### src/hw/rtl/crrd_pkg.sv
`timescale 1ns / 1ps
// ----------------------------------------------------------------------------
// crrd_pkg
// Shared types and constants for the credit round-robin dispatcher.
// ----------------------------------------------------------------------------
package crrd_pkg;

    // table geometry
    localparam int MAX_NODES   = 32;
    localparam int CREDIT_BITS = 8;
    localparam int IDX_W       = $clog2(MAX_NODES);
    // largest cube dimension whose node count fits the table
    localparam int MAX_DIM     = $clog2(MAX_NODES + 1) - 1;
    localparam int ACT_NODES   = 1 << MAX_DIM;

    // fixed field widths
    localparam int MODE_W   = 3;
    localparam int NODE_W   = 5;
    localparam int CRED_W   = 8;
    localparam int SUM_W    = 13;
    localparam int DIM_W    = 3;
    localparam int CFG_W    = 5;
    localparam int CFG_IX_W = 1;

    // command modes
    localparam logic [MODE_W-1:0] MODE_LOAD = 3'd0;
    localparam logic [MODE_W-1:0] MODE_DFLT = 3'd1;
    localparam logic [MODE_W-1:0] MODE_SPTR = 3'd2;
    localparam logic [MODE_W-1:0] MODE_TAKE = 3'd3;
    localparam logic [MODE_W-1:0] MODE_PEEK = 3'd4;

    // configuration register indexes
    localparam logic [CFG_IX_W-1:0] CFG_NODE_ID = 1'd0;
    localparam logic [CFG_IX_W-1:0] CFG_HC_DIM  = 1'd1;

    typedef struct packed {
        logic [MODE_W-1:0] mode;
        logic [NODE_W-1:0] node;
        logic [CRED_W-1:0] credit;
    } cmd_t;

    typedef struct packed {
        logic              granted;
        logic [NODE_W-1:0] target;
        logic [SUM_W-1:0]  total_credits;
    } rsp_t;

    // search request and answer
    typedef struct packed {
        logic [IDX_W-1:0] ptr;
        logic [IDX_W-1:0] own;
        logic [IDX_W-1:0] mask;
        logic             skip_own;
    } srch_req_t;

    typedef struct packed {
        logic             found;
        logic [IDX_W-1:0] idx;
    } srch_rsp_t;

    typedef enum logic [1:0] {
        S_IDLE,
        S_EXEC,
        S_MODIFY,
        S_NEIGH
    } state_t;

endpackage

### src/hw/rtl/crrd_ram.sv
`timescale 1ns / 1ps
// ----------------------------------------------------------------------------
// crrd_ram
// Simple dual-port RAM, one write and one registered read port.
// ----------------------------------------------------------------------------
module crrd_ram #(
    parameter int DEPTH = 32,
    parameter int WIDTH = 8
) (
    input  logic                     clk,
    input  logic                     we,
    input  logic [$clog2(DEPTH)-1:0] waddr,
    input  logic [WIDTH-1:0]         wdata,
    input  logic                     re,
    input  logic [$clog2(DEPTH)-1:0] raddr,
    output logic [WIDTH-1:0]         rdata
);

    logic [WIDTH-1:0] mem [DEPTH];

    always_ff @(posedge clk)
    begin
        if (we)
        begin
            mem[waddr] <= wdata;
        end
        if (re)
        begin
            rdata <= mem[raddr];
        end
    end

endmodule

### src/hw/rtl/crrd_search.sv
`timescale 1ns / 1ps
// ----------------------------------------------------------------------------
// crrd_search
// Round-robin priority search over the nonzero-credit flags.
// ----------------------------------------------------------------------------
module crrd_search (
    input  logic [crrd_pkg::MAX_NODES-1:0] nz,
    input  crrd_pkg::srch_req_t            req,
    output crrd_pkg::srch_rsp_t            rsp
);

    logic [crrd_pkg::MAX_NODES-1:0] cand;
    logic [crrd_pkg::MAX_NODES-1:0] upper;

    // eligible nodes: inside the cube, with credit, own node skipped for peek
    always_comb
    begin
        for (int i = 0; i < crrd_pkg::MAX_NODES; i++)
        begin
            cand[i] = nz[i]
                && (i < crrd_pkg::ACT_NODES)
                && ((crrd_pkg::IDX_W'(i) & ~req.mask) == '0)
                && !(req.skip_own && (crrd_pkg::IDX_W'(i) == req.own));
            upper[i] = cand[i] && (crrd_pkg::IDX_W'(i) >= req.ptr);
        end
    end

    // lowest set bit at or above the pointer, else lowest overall (wrap)
    always_comb
    begin
        rsp.found = |cand;
        rsp.idx   = '0;
        if (|upper)
        begin
            for (int i = crrd_pkg::MAX_NODES - 1; i >= 0; i--)
            begin
                if (upper[i])
                begin
                    rsp.idx = crrd_pkg::IDX_W'(i);
                end
            end
        end
        else
        begin
            for (int i = crrd_pkg::MAX_NODES - 1; i >= 0; i--)
            begin
                if (cand[i])
                begin
                    rsp.idx = crrd_pkg::IDX_W'(i);
                end
            end
        end
    end

endmodule

### src/hw/rtl/credit_round_robin_dispatcher.sv
`timescale 1ns / 1ps
// ----------------------------------------------------------------------------
// credit_round_robin_dispatcher
// Credit-based round-robin target selection over hypercube nodes.
// ----------------------------------------------------------------------------
//  channel  signals                          flow
//  command  start, busy, cmd                 in,  taken on start && !busy
//  result   done, result                     out, one-cycle strobe, no stall
//  config   cfg_valid, cfg_ready, cfg_index, in,  taken on valid && ready
//           cfg_data
//
//  Set pointer, peek, unused modes, take without grant: done from the execute state.
//  Load and take with grant: execute, then modify (credit RAM read, then modify-write).
//  Default neighbours: execute, then one neighbour state per dimension, one RAM write per neighbour.
//  busy is high from the accepting edge until done; start may rise with done.
//  Reset clears the credit flags, sum and pointer; config returns to defaults.
//  The result side cannot stall.
// ----------------------------------------------------------------------------
module credit_round_robin_dispatcher (
    input  logic                            clk,
    input  logic                            rst_n,
    input  logic                            start,
    output logic                            busy,
    input  crrd_pkg::cmd_t                  cmd,
    output logic                            done,
    output crrd_pkg::rsp_t                  result,
    input  logic                            cfg_valid,
    output logic                            cfg_ready,
    input  logic [crrd_pkg::CFG_IX_W-1:0]   cfg_index,
    input  logic [crrd_pkg::CFG_W-1:0]      cfg_data
);

    localparam int IW = crrd_pkg::IDX_W;
    localparam int CB = crrd_pkg::CREDIT_BITS;

    crrd_pkg::state_t                  state_reg, state_next;
    crrd_pkg::cmd_t                    item_reg, item_next;
    logic [crrd_pkg::NODE_W-1:0]       node_id_reg;
    logic [crrd_pkg::DIM_W-1:0]        hc_dim_reg;
    logic [crrd_pkg::MAX_NODES-1:0]    nz_reg, nz_next;
    logic [crrd_pkg::SUM_W-1:0]        sum_reg, sum_next;
    logic [IW-1:0]                     ptr_reg, ptr_next;
    logic [IW-1:0]                     addr_reg, addr_next;
    logic [crrd_pkg::DIM_W-1:0]        nb_reg, nb_next;
    logic                              done_reg, done_next;
    crrd_pkg::rsp_t                    rsp_reg, rsp_next;

    logic                              mem_we, mem_re;
    logic [IW-1:0]                     mem_waddr, mem_raddr;
    logic [CB-1:0]                     mem_wdata, mem_rdata;

    logic [crrd_pkg::DIM_W-1:0]        dim_eff;
    logic [IW-1:0]                     mask;
    logic [IW-1:0]                     own;
    logic [CB-1:0]                     old_val, new_val;
    logic [crrd_pkg::MAX_NODES-1:0]    nb_vec;
    crrd_pkg::srch_req_t               sreq;
    crrd_pkg::srch_rsp_t               srsp;
    logic                              accept;

    assign accept    = start && !busy;
    assign busy      = (state_reg != crrd_pkg::S_IDLE);
    assign done      = done_reg;
    assign result    = rsp_reg;
    assign cfg_ready = 1'b1;

    // active cube geometry
    always_comb
    begin
        if (int'(hc_dim_reg) > crrd_pkg::MAX_DIM)
        begin
            dim_eff = crrd_pkg::DIM_W'(crrd_pkg::MAX_DIM);
        end
        else
        begin
            dim_eff = hc_dim_reg;
        end
        for (int i = 0; i < IW; i++)
        begin
            mask[i] = (i < int'(dim_eff));
        end
        own = IW'(node_id_reg) & mask;
    end

    // neighbour flags for default mode
    always_comb
    begin
        nb_vec = '0;
        for (int i = 0; i < crrd_pkg::MAX_DIM; i++)
        begin
            if (i < int'(dim_eff))
            begin
                nb_vec[own ^ (IW'(1) << i)] = 1'b1;
            end
        end
    end

    // search request
    always_comb
    begin
        sreq.ptr      = ptr_reg & mask;
        sreq.own      = own;
        sreq.mask     = mask;
        sreq.skip_own = (item_reg.mode == crrd_pkg::MODE_PEEK);
    end

    crrd_search u_search (
        .nz  (nz_reg),
        .req (sreq),
        .rsp (srsp)
    );

    crrd_ram #(
        .DEPTH (crrd_pkg::MAX_NODES),
        .WIDTH (CB)
    ) u_ram (
        .clk   (clk),
        .we    (mem_we),
        .waddr (mem_waddr),
        .wdata (mem_wdata),
        .re    (mem_re),
        .raddr (mem_raddr),
        .rdata (mem_rdata)
    );

    // an entry without its flag holds zero credit
    assign old_val = nz_reg[addr_reg] ? mem_rdata : '0;

    // next state
    always_comb
    begin
        state_next = state_reg;
        case (state_reg)
            crrd_pkg::S_IDLE:
            begin
                if (accept)
                begin
                    state_next = crrd_pkg::S_EXEC;
                end
            end
            crrd_pkg::S_EXEC:
            begin
                case (item_reg.mode)
                    crrd_pkg::MODE_LOAD:
                    begin
                        if (int'(item_reg.node) < crrd_pkg::MAX_NODES)
                        begin
                            state_next = crrd_pkg::S_MODIFY;
                        end
                        else
                        begin
                            state_next = crrd_pkg::S_IDLE;
                        end
                    end
                    crrd_pkg::MODE_DFLT:
                    begin
                        if (dim_eff != '0)
                        begin
                            state_next = crrd_pkg::S_NEIGH;
                        end
                        else
                        begin
                            state_next = crrd_pkg::S_IDLE;
                        end
                    end
                    crrd_pkg::MODE_TAKE:
                    begin
                        if ((sum_reg != '0) && srsp.found)
                        begin
                            state_next = crrd_pkg::S_MODIFY;
                        end
                        else
                        begin
                            state_next = crrd_pkg::S_IDLE;
                        end
                    end
                    default:
                    begin
                        state_next = crrd_pkg::S_IDLE;
                    end
                endcase
            end
            crrd_pkg::S_MODIFY:
            begin
                state_next = crrd_pkg::S_IDLE;
            end
            crrd_pkg::S_NEIGH:
            begin
                if (nb_reg == dim_eff - 1'b1)
                begin
                    state_next = crrd_pkg::S_IDLE;
                end
            end
            default:
            begin
                state_next = crrd_pkg::S_IDLE;
            end
        endcase
    end

    // datapath and outputs
    always_comb
    begin
        item_next = item_reg;
        nz_next   = nz_reg;
        sum_next  = sum_reg;
        ptr_next  = ptr_reg;
        addr_next = addr_reg;
        nb_next   = nb_reg;
        done_next = 1'b0;
        rsp_next  = rsp_reg;
        mem_we    = 1'b0;
        mem_waddr = addr_reg;
        mem_wdata = '0;
        mem_re    = 1'b0;
        mem_raddr = addr_reg;
        new_val   = '0;

        // default result: no grant, current total
        rsp_next.granted       = 1'b0;
        rsp_next.target        = '0;
        rsp_next.total_credits = sum_reg;

        case (state_reg)
            crrd_pkg::S_IDLE:
            begin
                if (accept)
                begin
                    item_next = cmd;
                end
            end
            crrd_pkg::S_EXEC:
            begin
                case (item_reg.mode)
                    crrd_pkg::MODE_LOAD:
                    begin
                        addr_next = IW'(item_reg.node);
                        mem_re    = 1'b1;
                        mem_raddr = IW'(item_reg.node);
                        if (int'(item_reg.node) >= crrd_pkg::MAX_NODES)
                        begin
                            done_next = 1'b1;
                        end
                    end
                    crrd_pkg::MODE_DFLT:
                    begin
                        nz_next  = nb_vec;
                        sum_next = crrd_pkg::SUM_W'(dim_eff);
                        ptr_next = (own + 1'b1) & mask;
                        nb_next  = '0;
                        rsp_next.total_credits = crrd_pkg::SUM_W'(dim_eff);
                        if (dim_eff == '0)
                        begin
                            done_next = 1'b1;
                        end
                    end
                    crrd_pkg::MODE_SPTR:
                    begin
                        ptr_next  = IW'(item_reg.node) & mask;
                        done_next = 1'b1;
                    end
                    crrd_pkg::MODE_TAKE:
                    begin
                        addr_next = srsp.idx;
                        mem_re    = 1'b1;
                        mem_raddr = srsp.idx;
                        if (!((sum_reg != '0) && srsp.found))
                        begin
                            done_next = 1'b1;
                        end
                    end
                    crrd_pkg::MODE_PEEK:
                    begin
                        done_next = 1'b1;
                        if ((sum_reg != '0) && srsp.found)
                        begin
                            rsp_next.granted = 1'b1;
                            rsp_next.target  = crrd_pkg::NODE_W'(srsp.idx);
                        end
                    end
                    default:
                    begin
                        done_next = 1'b1;
                    end
                endcase
            end
            crrd_pkg::S_MODIFY:
            begin
                // read data arrived; write back the new credit
                done_next = 1'b1;
                mem_we    = 1'b1;
                mem_waddr = addr_reg;
                if (item_reg.mode == crrd_pkg::MODE_LOAD)
                begin
                    new_val  = CB'(item_reg.credit);
                    sum_next = sum_reg - crrd_pkg::SUM_W'(old_val)
                             + crrd_pkg::SUM_W'(new_val);
                end
                else
                begin
                    new_val  = old_val - 1'b1;
                    sum_next = sum_reg - 1'b1;
                    ptr_next = (addr_reg + 1'b1) & mask;
                    rsp_next.granted = 1'b1;
                    rsp_next.target  = crrd_pkg::NODE_W'(addr_reg);
                end
                mem_wdata        = new_val;
                nz_next[addr_reg] = (new_val != '0);
                rsp_next.total_credits = sum_next;
            end
            crrd_pkg::S_NEIGH:
            begin
                // one neighbour credit per cycle
                mem_we    = 1'b1;
                mem_waddr = own ^ (IW'(1) << nb_reg);
                mem_wdata = CB'(1);
                nb_next   = nb_reg + 1'b1;
                if (nb_reg == dim_eff - 1'b1)
                begin
                    done_next = 1'b1;
                end
            end
            default:
            begin
            end
        endcase
    end

    // control and state registers
    always_ff @(posedge clk or negedge rst_n)
    begin
        if (!rst_n)
        begin
            state_reg <= crrd_pkg::S_IDLE;
            nz_reg    <= '0;
            sum_reg   <= '0;
            ptr_reg   <= '0;
            nb_reg    <= '0;
            done_reg  <= 1'b0;
        end
        else
        begin
            state_reg <= state_next;
            nz_reg    <= nz_next;
            sum_reg   <= sum_next;
            ptr_reg   <= ptr_next;
            nb_reg    <= nb_next;
            done_reg  <= done_next;
        end
    end

    // payload registers
    always_ff @(posedge clk)
    begin
        item_reg <= item_next;
        addr_reg <= addr_next;
        if (done_next)
        begin
            rsp_reg <= rsp_next;
        end
    end

    // configuration registers
    always_ff @(posedge clk or negedge rst_n)
    begin
        if (!rst_n)
        begin
            node_id_reg <= '0;
            hc_dim_reg  <= crrd_pkg::DIM_W'(5);
        end
        else if (cfg_valid && cfg_ready)
        begin
            case (cfg_index)
                crrd_pkg::CFG_NODE_ID:
                begin
                    node_id_reg <= cfg_data[crrd_pkg::NODE_W-1:0];
                end
                crrd_pkg::CFG_HC_DIM:
                begin
                    hc_dim_reg <= cfg_data[crrd_pkg::DIM_W-1:0];
                end
                default:
                begin
                end
            endcase
        end
    end

endmodule
### config.mk
export PLATFORM = sky130hd
export DESIGN_NAME = credit_round_robin_dispatcher
export DESIGN_NICKNAME = d
export VERILOG_FILES = /design/src/hw/rtl/crrd_pkg.sv /design/src/hw/rtl/crrd_ram.sv /design/src/hw/rtl/crrd_search.sv /design/src/hw/rtl/credit_round_robin_dispatcher.sv
export SDC_FILE = /design/constraint.sdc
export NUM_CORES = 1
export LEC_CHECK = 0
export BUFFER_PORTS_ARGS = -buffer_cell sky130_fd_sc_hd__buf_4
export CELL_PAD_IN_SITES_DETAIL_PLACEMENT = 1
export CELL_PAD_IN_SITES_GLOBAL_PLACEMENT = 1
export CORE_MARGIN = 1.5
export CORE_UTILIZATION = 46
export CTS_CLUSTER_SIZE = 14
export DETAILED_ROUTE_END_ITERATION = 12
export PLACE_DENSITY = 0.74
export SYNTH_ARGS = -nofsm -noshare
export SYNTH_HDL_FRONTEND = slang
export SYNTH_SLANG_ARGS = --single-unit
### constraint.sdc
create_clock -name clk -period 5.23 [get_ports clk]
set_input_delay 1.046 -clock clk [delete_from_list [all_inputs] [get_ports clk]]
set_output_delay 1.046 -clock clk [all_outputs]
set_load 0.005 [all_outputs]
==> impl_metrics.ini, run 1 <==
[status]
status = finished clean

[synth]
synth_flop_cell = edfxtp_1
synth_nets = 2049
synth_edf_count = 299
netlist_area_um2 = 21200
ys_types = 109
synth-seq-area-share_pct = 50.5
synthArstFlopShare_pct = 17.4
syn_area_per_cell_um2 = 10.7
synth_cells = 1981
ys_ff_latch = 368
yosysWarningCount = 0

[floorplanning]
start_util_pct = 46.7
io_pins = 48
core_area_um2 = 45400
die_width_um = 218
die_area_um2 = 47300
fp-row-count = 78
die_y_um = 218

[drt]
vias_per_cell = 6.53
drc_errors = 0
vias = 18100
drt_iter0_markers = 1848
wl_per_cell_um = 28.9
wl_mm = 79.9
ant_nets = 0
drt_pass1_iterations = 7

[sta]
fin_hold_ws_ns = 0.561
setup_violations = 0
finalMaxSlewViolations = 0
fin_skew_ns = 0.0304
relSlewSlack_pct = 11.2
fin_crit_sh_pct = 99.9
setup_ws_ns = 0.00744
max_freq_ghz = 0.191
finalHoldViolCount = 0
worst_pin_slew_ns = 1.32
min_period_ns = 5.22

[layout]
layout_commonest_cell = edfxtp_1
area_delta_synth_final_pct = 17.7
n_antenna_cell = 0
most-common-layout-cells = edfxtp_1, buf_4, nand2_1, nor2_1, a21oi_1
final_nets = 2204
final_cells = 2765
largest_reg_flops = 256
drive_above_1_share_pct = 19.6

[setup_path]
max_stage_delay_ns = 0.71
startpoint_type = flip-flop
critical_path_class = flip-flop to flip-flop
cp.arrival_ns = 5.57
cp_max_fo = 25
cp_slowest_cell = dfstp_4
crit_path_cell_trace = buf_12, buf_4, inv_1, a2111o_1, o211ai_1, buf_4, and4b_1, nand4_1, or2_0, o221ai_2, a21oi_4, inv_4, buf_12, buf_12, mux2i_1, a22oi_1, o211ai_1, nor4_2, buf_4
end_kind = flip-flop
r2r_slack_ns = 0.007
cp_data_required_time_ns = 5.58

[clock_network]
cts_tree = yes
clkSinkCount = 368
cts_max_path_buffers = 3
cts_buffers = 40
clkTransAtPathRegs_ns = 0.07
clkLatencyLatePin_ns = 0.60
h-tree-depth = 2
cts_root_buffer = clkbuf_16

[placed_design]
portBuffers = 46
dpl_worst_slack_ns = -0.486
placed_cells = 2685
place_hpwl_mm = 58.9
globalplace.congestion = 1.01

[pwr]
vdd_drop_max_uv = 369
powerDensity_nw_per_um2 = 635
leakage_uw = 0.00941

[job]
drv_cap = 0

[grt]
grt_pass1_vias = 18200
grt_overflow = 0
antenna_found_initial = 1
track_usage_pct = 33.8
grt_pass1_wl_mm = 119
grt_max_degree = 65

[min_path]
hold_path.class = flip-flop to flip-flop
[synthesized netlist by cell type, types with 7 or more instances]
cell type / count / area share [%]
edfxtp_1: 299 / 42
nand2_1: 173 / 3.1
nor2_1: 148 / 2.6
a21oi_1: 132 / 3.1
o21ai_0: 96 / 2.3
mux2i_1: 94 / 4.4
inv_1: 86 / 1.5
nand4_1: 73 / 2.2
clkbuf_1: 70 / 1.2
dfrtp_1: 62 / 7.3
nand3_1: 44 / 1.0
o211ai_1: 37 / 1.3
ha_1: 34 / 2.0
o21a_1: 32 / 1.1
o221ai_1: 32 / 1.3
nor3_1: 31 / 0.73
a211oi_1: 28 / 0.99
buf_2: 25 / 0.59
xnor2_1: 23 / 0.95
a22oi_1: 22 / 0.78
mux2_2: 22 / 1.2
a21o_1: 21 / 0.74
a211o_1: 17 / 0.70
and2_1: 17 / 0.50
and3_1: 17 / 0.50
and4_1: 17 / 0.70
nor4_1: 15 / 0.44
buf_4: 14 / 0.50
a31oi_1: 13 / 0.38
a22o_1: 11 / 0.46
buf_6: 11 / 0.59
nor2b_1: 11 / 0.33
o31ai_1: 11 / 0.39
buf_1: 10 / 0.18
o2111ai_1: 10 / 0.41
nand2b_1: 9 / 0.27
o21bai_1: 9 / 0.32
or3_1: 9 / 0.27
xor2_1: 9 / 0.37
fa_1: 8 / 0.76
mux4_2: 8 / 0.85
a221oi_1: 7 / 0.29
nand3b_1: 7 / 0.25
o211a_1: 7 / 0.33
[what timing repair did]
action,4_1_cts,5_1_grt
pin swaps,1,7
endpoints found under the setup margin,9,10
gates resized for setup,5,35
hold buffers,0,0
hold endpoints to repair,0,0
setup buffers,1,8
[routing by layer]
metal | vias to the layer above | track usage (%) | share of wire [%]
li1 | 7915 | - | -
met1 | 9204 | 43.5 | 41
met2 | 738 | 55.7 | 48
met3 | 197 | 5.51 | 6.4
met4 | 2 | 15.9 | 4.9
met5 | - | 0 | 0.016
[area by class of cell]
class | instances | area (µm²)
Clock buffer | 50 | 1100
Clock inverter | 21 | 241
Fill cell | 4835 | 20500
Inverter | 90 | 340
Multi-Input combinational cell | 1392 | 9690
Sequential cell | 368 | 10700
Tap cell | 600 | 751
Timing Repair Buffer | 244 | 2090
[stage by stage]
stage / util [%] / total power [µW] / TNS, ns / cell area (µm²)
finish: 54.9 / 15800 / 0 / 24900
global route: 54.9 / 16500 / -0.0615 / 24900
CTS: 54.4 / 15500 / -0.0111 / 24700
detailed placement: 51.4 / 12500 / -2.63 / 23300
global placement: 51.4 / 12300 / -1.00 / 23300
floorplan: - / 9160 / 0 / 21200
[power by group]
| part | internal [µW] | switching [µW] |
|---|---|---|
| logic | 3390 | 5200 |
| registers | 3750 | 566 |
| clock network | 1660 | 1250 |
[critical path, delay by kind of cell, from the launching register on]
family,cells,cell delay (ns)
AO/OA/AOI/OAI,6,1.60
buffers and inverters,8,1.49
flip-flops,1,0.71
multiplexers,1,0.21
AND/OR/NAND/NOR,4,0.92
[path summary, 6_finish.rpt]
kind	start	to	depth (start not counted)
min in group asynchronous	rst_n	node_id_reg[0]	1
max in group asynchronous	rst_n	sum_reg[9]	1
max	hc_dim_reg[2]	u_ram.rdata[6]	19
max reg2reg	hc_dim_reg[2]	u_ram.rdata[6]	19
min	nz_reg[15]	nz_reg[15]	1
min reg2reg	nz_reg[15]	nz_reg[15]	1
[cell families after synthesis]
| kind of cell | synth area share, % |
|---|---|
| simple gates | 15.0 |
| buf+inv | 4.72 |
| xor+xnor | 1.32 |
| mux | 6.46 |
| other cells | 0.0177 |
| compound gates | 19.3 |
| flops | 50.5 |
| fa+ha+maj | 2.77 |
Power figures use the tool's default switching activity.
==> run 2: changes to the inputs <==
--- a/config.mk
+++ b/config.mk
@@ -13,6 +13,7 @@
 export CTS_CLUSTER_SIZE = 14
 export DETAILED_ROUTE_END_ITERATION = 12
 export PLACE_DENSITY = 0.74
+export RECOVER_POWER = 50
 export SYNTH_ARGS = -nofsm -noshare
 export SYNTH_HDL_FRONTEND = slang
 export SYNTH_SLANG_ARGS = --single-unit
==> run 2 against run 1 <==
Net effect:
- the run now ends with capacitance limit, slew limit left
- clock-buffer cell count is the same
- critical path depth unchanged
- non-clock buffer count did not move
- fmax rose by 1.0%
- hold slack got worse by 0.0049 ns
- register-to-register slack improved by 0.05 ns
- design area shrank 0.33%
- sequential power barely moved
- clock skew is 0.0011 ns lower
- cell count unchanged
- highest routed layer unchanged
==> impl_metrics.ini, run 2 (synthesized netlist as in run 1, its figures left out) <==
[sta]
finalHoldViolCount = 0
worst_pin_slew_ns = 4.08
fin_crit_sh_pct = 98.8
finalMaxSlewViolations = 263
max_freq_ghz = 0.193
setup_violations = 0
fin_skew_ns = 0.0293
relSlewSlack_pct = -172
min_period_ns = 5.17
fin_setup_tns_ns = 0
fin_hold_ws_ns = 0.556

[status]
status = finished with violations
violations = capacitance limit, slew limit

[pwr]
switchingPower_uw = 7000
p_int_uw = 8780
vdd_drop_max_uv = 368
p_clk_share_pct = 18.5
power.share.combinational_pct = 54.1
switching_share_pct = 44.4
powerDensity_nw_per_um2 = 635
pwr-share-seq_pct = 27.4
leakage_uw = 0.00933
fin_total_pwr_uw = 15800

[setup_path]
r2r-end = u_ram.rdata[6]
max_stage_delay_ns = 0.71
critical_path_class = flip-flop to flip-flop
cp_max_fo = 25
end_kind = flip-flop
path_delay_family = compound AO/OA/AOI/OAI gates
cp_num_buf_inv = 8
cp_data_required_time_ns = 5.58
cp.arrival_ns = 5.52
cp-startpoint = hc_dim_reg[2]
crit_path_cell_trace = buf_12, buf_4, inv_1, a2111o_1, o211ai_1, buf_4, and4b_1, nand4_1, or2_0, o221ai_2, a21oi_4, inv_4, buf_12, buf_12, mux2i_1, a22oi_1, o211ai_1, nor4_2, buf_4
startpoint_type = flip-flop
r2r_slack_ns = 0.06
r2r_start = hc_dim_reg[2]
ff2ff_path_depth = 19
cp_slowest_cell = dfstp_4

[grt]
antenna_found_initial = 1
grt_pass1_wl_mm = 119
grt_max_degree = 65
track_usage_pct = 33.8
grt_pass1_vias = 18200
grt_overflow = 0

[clock_network]
cts_tree = yes
clkSinkCount = 368
hold_buffers = 0
cts_max_path_buffers = 3
clkTransAtPathRegs_ns = 0.07
clkLatencyLatePin_ns = 0.60
cts_root_buffer = clkbuf_16
h-tree-depth = 2
cts_buffers = 40

[placed_design]
place_hpwl_mm = 58.9
globalplace.congestion = 1.01
placed_cells = 2685
portBuffers = 46

[drt]
vias = 18100
wl_mm = 79.7
drt_iter0_markers = 1656
ant_nets = 0
vias_per_cell = 6.53
wl_per_cell_um = 28.8
drt_pass1_iterations = 5
drc_errors = 0

[job]
drv_cap = 8

[min_path]
whs_endpoint = nz_reg[15]
hold_path_depth = 1
hold_path.class = flip-flop to flip-flop
hp-start = nz_reg[15]

[layout]
most-common-layout-cells = edfxtp_1, nand2_1, buf_4, nor2_1, a21oi_1
final_cells = 2765
drive_above_1_share_pct = 18.6
n_antenna_cell = 0
layout_commonest_cell = edfxtp_1
largest_reg_flops = 256
final_nets = 2204
area_delta_synth_final_pct = 17.3

[floorplanning]
core_area_um2 = 45400
die_width_um = 218
fp-row-count = 78
start_util_pct = 46.7
die_y_um = 218
die_area_um2 = 47300
io_pins = 48
run 2: routing by layer:
metal | vias to the layer above | share of wire (%) | routed length [µm] | GRT usage (%)
li1 | 7912 | - | - | -
met2 | 750 | 48 | 38200 | 55.7
met1 | 9206 | 40 | 32200 | 43.5
met5 | - | 0.016 | 13 | 0
met4 | 2 | 4.9 | 3890 | 15.9
met3 | 193 | 6.7 | 5360 | 5.51
run 2: how the worst max path moves through the flow:
stage	endpoint	slack [ns]	cells after the start
after global routing	u_ram.rdata[6]	-0.04	19
after CTS	u_ram.rdata[6]	-0.01	17
final	u_ram.rdata[6]	0.06	19
after detailed placement	u_ram.rdata[6]	-0.49	18
after floorplan	result[12]	0.26	22
after global placement	u_ram.rdata[2]	-0.17	16
run 2: timing repair:
item	4_1_cts	5_1_grt
endpoints found under the setup margin	9	10
pin swaps	1	7
gates resized for setup	5	35
buffers inserted	1	8
endpoints found under the hold margin	0	0
run 2: final cells by class:
type / count / area (µm²)
fillers: 4848 / 20500
flip-flops and latches: 368 / 10700
multi-input cells: 1392 / 9680
repair buffers: 244 / 2020
clock buffers: 50 / 1100
well taps: 600 / 751
inverters: 90 / 340
clock inverters: 21 / 241
run 2: per-stage QoR:
stage               area, µm²  setup slack, ns  util (%)
floorplan               21200            0.256         -
global placement        23300           -0.175      51.4
detailed placement      23300           -0.486      51.4
CTS                     24700          -0.0111      54.4
global route            24800          -0.0384      54.7
finish                  24800           0.0607      54.7
run 2: power groups by stage:
stage / sequential [µW] / clock (µW) / combinational (µW)
after global placement: 4330 / 0 / 7990
after detailed placement: 4330 / 0 / 8180
after floorplan: 4040 / 0 / 5120
after CTS: 4280 / 2940 / 8310
final: 4330 / 2910 / 8540
after global routing: 4350 / 3040 / 9130
